<file path="config.mk">
export PLATFORM = sky130hd
export DESIGN_NAME = apt_ctrl
export DESIGN_NICKNAME = d
export VERILOG_FILES = /design/src/hdl/amo_placement_predictor_table_defines.svh /design/src/hdl/apt_pkg.sv /design/src/hdl/apt_ctrl.sv
export SDC_FILE = /design/constraint.sdc
export NUM_CORES = 1
export LEC_CHECK = 0
export ABC_AREA = 1
export ABC_CLOCK_PERIOD_IN_PS = 1100
export BUFFER_PORTS_ARGS = -buffer_cell sky130_fd_sc_hd__buf_4
export CORE_AREA = 2 2 39 41
export CTS_CLUSTER_DIAMETER = 50
export DETAILED_ROUTE_END_ITERATION = 8
export DIE_AREA = 0 0 41 43
export GPL_ROUTABILITY_DRIVEN = 0
export PLACE_DENSITY = 0.34
export SYNTH_ARGS = -nofsm -noshare
export SYNTH_HDL_FRONTEND = slang
export SYNTH_SLANG_ARGS = --single-unit
</file>
<file path="constraint.sdc">
create_clock -name clk_i -period 1.1 [get_ports clk_i]
set_clock_uncertainty 0.15 [all_clocks]
set_input_delay 0.165 -clock clk_i [delete_from_list [all_inputs] [get_ports clk_i]]
set_output_delay 0.165 -clock clk_i [all_outputs]
set_load 0.02 [all_outputs]
</file>
<file path="src/hdl/amo_placement_predictor_table_defines.svh">
// assertion macros for the placement predictor table
`ifndef AMO_PLACEMENT_PREDICTOR_TABLE_DEFINES_SVH
`define AMO_PLACEMENT_PREDICTOR_TABLE_DEFINES_SVH

// clocked check, off while reset is asserted
`define APT_ASSERT(lbl, prop, msg) \
  lbl: assert property (@(posedge clk_i) disable iff (!rst_ni) prop) else $error(msg);

// clocked check that also holds during reset
`define APT_ASSERT_ALWAYS(lbl, prop, msg) \
  lbl: assert property (@(posedge clk_i) prop) else $error(msg);

`endif

</file>
<file path="src/hdl/apt_pkg.sv">
// types, constants and helper functions of the placement predictor table
package apt_pkg;

  localparam int ADDR_W   = 48;
  localparam int OFF_W    = 6;
  localparam int WAYS     = 4;
  localparam int WAY_W    = 2;
  localparam int SETS     = 64;
  localparam int SET_W    = 6;
  localparam int BLK_W    = ADDR_W - OFF_W;
  localparam int TAG_W    = BLK_W - SET_W;
  localparam int CONF_W   = 4;
  localparam int CNT_W    = 32;
  localparam int OCC_W    = 9;
  localparam int CFG_IDX_W = 2;

  typedef enum logic [2:0] {
    FN_PREDICT = 3'd0,
    FN_ALLOC   = 3'd1,
    FN_REUSE   = 3'd2,
    FN_UPDATE  = 3'd3,
    FN_EVICT   = 3'd4,
    FN_FETCH   = 3'd5
  } func_e;

  typedef enum logic [CFG_IDX_W-1:0] {
    REG_NEAR_THR = 2'd0,
    REG_CONF_CEIL = 2'd1
  } cfg_reg_e;

  typedef logic [WAYS-1:0][WAY_W-1:0] lru_t;

  typedef struct packed {
    logic [WAYS-1:0][TAG_W-1:0]  tag;
    logic [WAYS-1:0]             valid;
    logic [WAYS-1:0]             reuse;
    logic [WAYS-1:0][CONF_W-1:0] conf;
    lru_t                        lru;
  } row_t;

  typedef struct packed {
    logic rd;    // latch word and read its set
    logic exec;  // run the operation on the read set
  } cmd_t;

  function automatic lru_t lru_reset();
    lru_t r;
    for (int i = 0; i < WAYS; i++) begin
      r[i] = WAY_W'(i);
    end
    return r;
  endfunction

  // move way to most recent position
  function automatic lru_t lru_front(lru_t l, logic [WAY_W-1:0] way);
    lru_t r;
    logic [WAY_W:0] n;
    r = l;
    r[0] = way;
    n = (WAY_W+1)'(1);
    for (int i = 0; i < WAYS; i++) begin
      if (l[i] != way) begin
        r[n[WAY_W-1:0]] = l[i];
        n = n + 1'b1;
      end
    end
    return r;
  endfunction

  // move way to least recent position
  function automatic lru_t lru_back(lru_t l, logic [WAY_W-1:0] way);
    lru_t r;
    logic [WAY_W:0] n;
    r = l;
    n = '0;
    for (int i = 0; i < WAYS; i++) begin
      if (l[i] != way) begin
        r[n[WAY_W-1:0]] = l[i];
        n = n + 1'b1;
      end
    end
    r[WAYS-1] = way;
    return r;
  endfunction

endpackage

</file>
<file path="src/hdl/apt_ctrl.sv">
// controller state machine of the placement predictor table
module apt_ctrl (
  input  logic          clk_i,
  input  logic          rst_ni,
  input  logic          in_valid_i,
  output logic          in_ready_o,
  output logic          out_valid_o,
  input  logic          out_ready_i,
  output apt_pkg::cmd_t cmd_o
);
  import apt_pkg::*;

  typedef enum logic [2:0] {
    ST_IDLE = 3'b001,
    ST_LOOK = 3'b010,
    ST_RESP = 3'b100
  } state_e;

  state_e state_q, state_d;

  always_comb begin
    state_d = state_q;
    unique case (state_q)
      ST_IDLE: if (in_valid_i) state_d = ST_LOOK;
      ST_LOOK: state_d = ST_RESP;
      ST_RESP: if (out_ready_i) state_d = ST_IDLE;
      default: state_d = ST_IDLE;
    endcase
  end

  always_ff @(posedge clk_i or negedge rst_ni) begin
    if (!rst_ni) begin
      state_q <= ST_IDLE;
    end else begin
      state_q <= state_d;
    end
  end

  assign in_ready_o  = (state_q == ST_IDLE);
  assign out_valid_o = (state_q == ST_RESP);
  assign cmd_o.rd    = in_ready_o && in_valid_i;
  assign cmd_o.exec  = (state_q == ST_LOOK);
endmodule

</file>
==> run metrics, run 1 <==
Mapped Area=173.9 um2; pwr/cell area=approximately 2900 mW/mm2; initial DRC count=0; Avg Synthesized Cell Area=just over 8 um2; CP required=between 0.7 and 0.8 ns; num rows=14; Hold Path Origin=in_valid_i; # port buffers=7; Unique masters post-synth=11; global route overflow=0; DR vias/cell=about 3.2; Initial Util=between 10% and 20%; Total GRT Usage=between 6 and 7%; CTS tree=done; flop-to-flop setup slack=-0.06 ns; Area Growth Syn to Fin=84.17%; Root Driver=clkbuf_4; worst-margin pin slew=0.1652 ns; clock buffer depth=2; CTS H-tree lvls=1; largest net degree at the start of global routing=5; Worst path max stage delay=~0.56 ns; IO Pins=8; sequential area share after synthesis=roughly 44%; min Tclk post-route=1.423 ns; crit path launch=state_q[0]; RSZ-0062 raised after global routing=true; EDFF count, synth=0; vias=164; die area=roughly 0.0018 mm2; Final Core Density=between 20% and 30%; Nets=40; post-synth top area share=between 20 and 30%; Crit Path Max Fanout=4; Max Freq=about 700 MHz; ys flop type=dfrtp_1; synthesis-stage register bit count=3; WL/cell=approximately 7 um; Reg2Reg Depth=4; global-route wire length before repair=between 600 and 700 um; Post-synth top cells=inv_1 (3), inv_2 (3), nand2_1 (3), nor2_1 (3); largest registers=state_q (3); final wirelength=347 um; Post-Syn Nets=25; First-pass DRT Iterations=1; CP startpoint kind=flip-flop; Leak=between 0.15 and 0.2 nW; dominant cells by area after synthesis=dfrtp_1 (29%), dfstp_2 (15%), nand3b_4 (12%); Rel. slew slack=about 89%; DIE WIDTH=41 um; area leader, netlist=dfrtp_1; CP Cell Sequence=nand3b_4 -> nor2_4 -> buf_6; setup TNS=-1.309 ns; vias in the first global route=around 180; max reg flops=3; Core Area=0.001384 mm2; Tcrit/Tclk final=129.4%; Antenna Nets Post-Route=0; synth warn=0; CTS clk-pin slew, worst paths=around 0.040 ns; Hold WS=between 0.015 and 0.02 ns; hold depth=4; worst skew pair latency=between 0.2 and 0.25 ns; Vert. Die Dim=about 43 um; Largest Register=state_q; Setup CP Type=reg2out; Worst R2R Start=state_q[0]; r2r endpoint=state_q[0]; ys async rst share=between 90% and 100%; Setup crit end kind=output port; Crit-path slowest cell=dfstp_2; Hold EP=state_q[0]; outcome=finished with violations; initial antenna violation count=0; Clock Sink Count=3; Pins Over Slew Limit=0; CTS buffer count=3; Final Hold Vio Count=0; Detailed Place HPWL=281.6 um; max-cap violation count=0; violated checks=negative setup slack; layout cells sized above 1=between 60 and 70%; CP bufs+invs=1; placed standard-cell area=261.5 um2; HP Class=in2reg; DRC viols=0; Worst path top cell family by delay=flip-flops; post-route cell area=roughly 320 um2; Worst VDD drop=0.9281 mV; final setup fails=7; Worst Path Arrival=1.11 ns; post-synthesis instance total=21; # diodes=0; PnR worst setup slack=-0.3229 ns
layout make-up:
cell class / count / area [um2]
fill: 154 / 1064
tap: 16 / 20.02
sequential: 3 / 76.32
multi-input combinational: 11 / 82.58
timing repair buffer: 11 / 92.59
inverter: 6 / 22.52
clock buffer: 4 / 26.28
power by group:
group          switching (W)  internal, W
sequential         0.0000531     0.000170
clock              0.0000554     0.000136
combinational       0.000245     0.000258
layer usage:
| layer | share of wire, % | up-vias | track usage [%] |
|---|---|---|---|
| li1 | - | 88 | - |
| met3 | 9.5 | 4 | 1.571 |
| met5 | 0 | - | 0 |
| met1 | 41 | 63 | 7.120 |
| met2 | 41 | 9 | 6.875 |
| met4 | 7.5 | 0 | 10.00 |
worst register-to-register path, delay by kind of cell (launching register included):
family / cells / cell delay [ns]
buffers and inverters: 1 / 0.15
DFF: 1 / 0.56
and+or+nand+nor: 3 / 0.23
cell usage in the layout, fill, tap and decap left out:
cell type / instances
buf_4: 8
inv_2: 3
inv_1: 3
nand2_1: 3
clkbuf_4: 3
nand3_1: 2
buf_6: 2
dfrtp_1: 2
nand3b_4: 1
nand3_2: 1
nor3_2: 1
nor2_4: 1
nor2_2: 1
nor2_1: 1
clkbuf_1: 1
dlygate4sd3_1: 1
dfstp_2: 1
cells by family after synthesis:
family | synth area share, %
buffers and inverters | 17.27
and+or+nand+nor | 38.85
DFF | 43.89
how the worst max path moves through the flow:
| stage | to | slack [ns] | cells past startpoint |
|---|---|---|---|
| 2_1_floorplan | cmd_o[1] | -0.07 | 2 |
| 3_3_place_gp | cmd_o[1] | -0.10 | 3 |
| 3_5_place_dp | cmd_o[1] | -0.10 | 3 |
| 4_1_cts | cmd_o[1] | -0.35 | 3 |
| 5_1_grt | cmd_o[1] | -0.38 | 3 |
| 6_report | cmd_o[1] | -0.32 | 3 |
through the flow:
stage / setup slack, ns / std cells / total power (W)
after floorplan: -0.07023 / 21 / 0.0004923
after global placement: -0.1005 / 45 / 0.0006553
after detailed placement: -0.1002 / 45 / 0.0006552
after CTS: -0.3499 / 50 / 0.0009102
after global routing: -0.3754 / 51 / 0.0009886
final: -0.3229 / 51 / 0.0009172
what timing repair did:
action                                 in CTS  in global routing
endpoints found under the hold margin       3                  0
hold buffers                                1                  0
gates resized for setup                     4                  0
setup endpoints to repair                   7                  7
pin swaps                                   0                  1
buffers inserted                            0                  1
Power figures use the tool's default switching activity.
==> run 2, diff against run 1 <==
- ABC_CLOCK_PERIOD_IN_PS: 1100 -> 1250
- clock period: 1.1 -> 1.25 ns (I/O delays scaled with it)
==> run 2 against run 1 <==
The flow still finishes with violations (negative setup slack); non-clock buffer count unchanged; hold slack improved by 0.018 ns; first-iteration DRC count increased by 1; sequential share of layout area decreased by 0.093 points; total power decreased by 10%; core utilization increased by 0.090 points; design area increased by 0.39%; highest routed layer is now met3.
==> run metrics, run 2 (synthesis results as in run 1) <==
Crit-path slowest cell=dfstp_2; die area=0.001763 mm2; CTS buffer count=3; num rows=14; CTS H-tree lvls=1; HP Class=in2reg; final setup fails=4; CTS clk-pin slew, worst paths=around 0.04 ns; Core Area=between 0.001 and 0.0015 mm2; largest registers=state_q (3); post-route met1 wirelength=174 um; Hold Path Origin=in_valid_i; Nets=40; CP required=0.91 ns; DP Worst Slack=around 0.028 ns; CP bufs+invs=1; Setup CP Type=reg2out; clock buffer depth=2; worst skew pair latency=around 0.23 ns; most frequent cells in the layout=buf_4 (7), inv_2 (5), nand2_1 (3), clkbuf_4 (3), buf_6 (3); vias in the first global route=200; Leak=approximately 0.17 nW; Final Core Density=a little under a quarter; Setup crit end kind=output port; Initial Util=12.57%; DR vias/cell=between 3 and 4; DRC viols=0; crit path launch=state_q[0]; area of the multi-input gates=80.08 um2; initial DRC count=1; max reg flops=3; Worst path top cell family by delay=flip-flops; DIE WIDTH=approximately 41 um; Rel. slew slack=88.31%; min Tclk post-route=~1.5 ns; Largest Register=state_q; Worst VDD drop=~0.77 mV; total power=just over 0.0008 W; worst-margin pin slew=between 0.15 and 0.2 ns; top sig layer=met3; P_sw=0.0003220 W; PnR worst setup slack=-0.2095 ns; Total GRT Usage=7.243%; outcome=finished with violations; Worst R2R Start=state_q[0]; Area Growth Syn to Fin=84.89%; # diodes=0; Seq pwr share=24.3%; First-pass DRT Iterations=2; Clock power frac=roughly a fifth; DR WL met3=approximately 30 um; CP Cell Sequence=nand3b_4 -> nor2_4 -> buf_6; setup TNS=-0.7495 ns; initial antenna violation count=0; vias=177; Root Driver=clkbuf_4; global route overflow=0; final wirelength=400 um; WL met2=195 um; # port buffers=7; Worst Path Arrival=about 1.1 ns; Final Hold Vio Count=0; Antenna Nets Post-Route=0; Power Internal=about 0.00050 W; CP startpoint kind=flip-flop; layout cells sized above 1=65.71%; Worst path max stage delay=approximately 0.57 ns; commonest non-fill, non-tap cell in the layout=buf_4; Detailed Place HPWL=roughly 300 um; WL/cell=7.843 um; Vert. Die Dim=~43 um; Hold WS=between 0.03 and 0.04 ns; FF+latch area=76.32 um2; RSZ-0062 raised after global routing=true; Tcrit/Tclk final=116.8%; violated checks=negative setup slack; combinational share of power=54.7%; fillcell total=about 160; max-cap violation count=0; Switching Share=a little under 40%; Pins Over Slew Limit=0; Clock Sink Count=3; Max Freq=685.2 MHz; CTS tree=done; Crit Path Max Fanout=4; pwr/cell area=around 2600 mW/mm2; largest net degree at the start of global routing=5; global-route wire length before repair=about 750 um; IO Pins=8
## run 2: cell counts in the layout (fill, tap and decap cells not counted)
Identical to the previous run, type by type.
## run 2: layout make-up
type	count	share of cell area [%]
repair buffers	11	29.96
well taps	16	6.226
inverters	6	7.004
clock buffers	4	8.171
flip-flops and latches	3	23.74
multi-input cells	11	24.90
## run 2: per-stage QoR
step / std cells / instance area (um2)
6_report: 51 / 321.6
5_1_grt: 51 / 321.6
4_1_cts: 51 / 312.8
3_5_place_dp: 44 / 249.0
3_3_place_gp: 44 / 249.0
2_1_floorplan: 21 / 176.4
## run 2: power by group through the flow
stage               sequential [W]  clock, W  combinational [W]
floorplan                 0.000188         0           0.000238
global placement          0.000196         0           0.000361
detailed placement        0.000199         0           0.000363
CTS                       0.000198  0.000185           0.000435
global route              0.000205  0.000199           0.000491
finish                    0.000200  0.000173           0.000450
## run 2: final timing paths
| kind | to | slack (ns) | cells after the start |
|---|---|---|---|
| setup / recovery | cmd_o[1] | -0.21 | 3 |
| hold / removal | state_q[0] | 0.04 | 4 |
| setup reg to reg | state_q[0] | 0.09 | 4 |
| hold reg to reg | state_q[2] | 0.42 | 2 |
| max in group asynchronous | state_q[0] | 0.64 | 2 |
| min in group asynchronous | state_q[2] | 0.12 | 2 |
## run 2: what timing repair did
item,4_1_cts,5_1_grt
endpoints found under the hold margin,3,0
gates resized for setup,3,4
buffers inserted,2,0
hold buffers,1,0
setup endpoints to repair,4,4
pin swaps,1,0
## run 2: layer usage
metal,track usage (%),up-vias
met1,7.443,81
li1,-,89
met3,4.712,0
met4,10.00,0
met2,7.813,7
met5,0,-
## run 2: tightest hold or removal path, stage by stage
cell and delay (ns):
buf_4 0.08, inv_2 0.04, nand2_1 0.06, nand2_1 0.05
==> run 3, diff against run 2 <==
- SETUP_SLACK_MARGIN: default -> 0.1
==> run 3 against run 2 <==
The run still ends with negative setup slack left; combinational power grew 13%; routed wire length decreased by 4.8%; total power grew 5.8%; sequential power decreased by 2%; core utilization increased by 0.81 points; final cell count rose by 3.9%; setup slack improved by 0.012 ns; clock power down 3%; design area increased by 3.5%; critical path type unchanged.
==> run metrics, run 3 (synthesis results as in run 1) <==
outcome=finished with violations; violated checks=negative setup slack; die area=0.001763 mm2; fillcell total=roughly 150; RSZ-0062 raised after global routing=true; Area Growth Syn to Fin=91.37%; Max Freq=690.8 MHz; Root Driver=clkbuf_4; hold depth=4; Largest Register=state_q; Rel. slew slack=between 80% and 90%; Initial Util=approximately 13%; Crit-path slowest cell=dfstp_2; Hold WS=0.05087 ns; CTS tree=done; min Tclk post-route=~1.4 ns; Worst Path Arrival=approximately 1.1 ns; PnR worst setup slack=-0.1977 ns; Setup CP Type=reg2out; Final Core Density=about a quarter; pwr/cell area=around 2600 mW/mm2; Hold Path Origin=in_valid_i; CP bufs+invs=1; Worst path top cell family by delay=flip-flops; Pins Over Slew Limit=0; clock buffer depth=2; Worst path max stage delay=0.56 ns; Reg2Reg Depth=5; CP startpoint kind=flip-flop; vias in the first global route=185; final setup fails=5; DIE WIDTH=between 40 and 50 um; worst-margin pin slew=between 0.15 and 0.2 ns; WL/cell=7.189 um; Leak=roughly 0.19 nW; Antenna Nets Post-Route=0; Worst R2R Start=state_q[0]; IO Pins=8; Hold EP=state_q[0]; CTS buffer count=3; commonest non-fill, non-tap cell in the layout=buf_4; First-pass DRT Iterations=1; DRC viols=0; largest registers=state_q (3); global-route wire length before repair=669 um; flop-to-flop setup slack=-0.03 ns; worst skew pair latency=between 0.2 and 0.25 ns; layout cells sized above 1=around 62%; CP required=slightly above 0.9 ns; initial DRC count=0; max-cap violation count=0; CTS clk-pin slew, worst paths=0.04 ns; num rows=14; Vert. Die Dim=roughly 43 um; global route overflow=0; r2r endpoint=state_q[0]; DP Worst Slack=just over 0.008 ns; Worst VDD drop=a little over 0.9 mV; CP Cell Sequence=nand3b_4 -> nor2_4 -> buf_6; Core Area=between 0.001 and 0.0015 mm2; HP Class=in2reg; Final Hold Vio Count=0; Tcrit/Tclk final=115.8%; final wirelength=381 um; largest net degree at the start of global routing=5; Setup crit end kind=output port; Total GRT Usage=under 10%; max reg flops=3; Crit Path Max Fanout=4; DR vias/cell=~3.4; total power=0.0008705 W; # diodes=0; Nets=between 40 and 50; Clock Sink Count=3; CTS H-tree lvls=1; most frequent cells in the layout=buf_4 (10), inv_2 (3), inv_1 (3), nand2_1 (3), clkbuf_4 (3); vias=~180; initial antenna violation count=0; # port buffers=7
## run 3: cell count changes in the layout (fill, tap and decap cells not counted)
cell   before  now
inv_1       1    3
inv_2       5    3
buf_4       7   10
buf_6       3    2
## run 3: worst max-delay path by stage
stage          startpoint        to  slack [ns]  cells past startpoint
3_5_place_dp   state_q[0]  cmd_o[1]       0.008                      3
4_1_cts        state_q[0]  cmd_o[1]       -0.22                      3
5_1_grt        state_q[0]  cmd_o[1]       -0.26                      3
6_report       state_q[0]  cmd_o[1]       -0.20                      3
3_3_place_gp   state_q[0]  cmd_o[1]        0.02                      3
2_1_floorplan  state_q[0]  cmd_o[1]        0.06                      2
## run 3: area by class of cell
cell class	count	area [um2]	share of cell area (%)
Inverter	6	22.52	6.767
Sequential cell	3	76.32	22.93
Multi-Input combinational cell	11	80.08	24.06
Timing Repair Buffer	13	107.6	32.33
Clock buffer	4	26.28	7.895
Tap cell	16	20.02	6.015
## run 3: per-stage QoR
stage	TNS (ns)	cell area (um2)	instances
after floorplan	0	181.4	21
after global placement	0	254.0	44
after detailed placement	0	254.0	44
after CTS	-0.8446	332.8	53
after global routing	-1.099	332.8	53
final	-0.7664	332.8	53
## run 3: routing by layer
metal / GRT usage [%] / wire length [um] / vias up / share of wire [%]
li1: - / - / 92 / -
met1: 6.169 / 154 / 83 / 40
met2: 7.813 / 195 / 7 / 51
met3: 3.141 / 31 / 0 / 8.1
met4: 8.000 / 0 / 0 / 0
met5: 0 / 0 / - / 0
## run 3: repair_timing
item,in CTS,in global routing
setup buffers,4,0
endpoints found under the hold margin,3,0
resized for setup,3,0
hold buffers,1,0
endpoints found under the setup margin,4,7
## run 3: where the power goes
group	switching (W)	leakage [nW]	internal (W)
clock network	0.0000482	0.0150	0.000120
registers	0.0000467	0.0372	0.000150
logic	0.000230	0.134	0.000277
total	0.000325	0.186	0.000546
## run 3: worst register-to-register path, delay by kind of cell, from the launching register on
kind	cells	cell delay [ns]
buf+inv	2	0.27
flops	1	0.56
simple gates	3	0.23
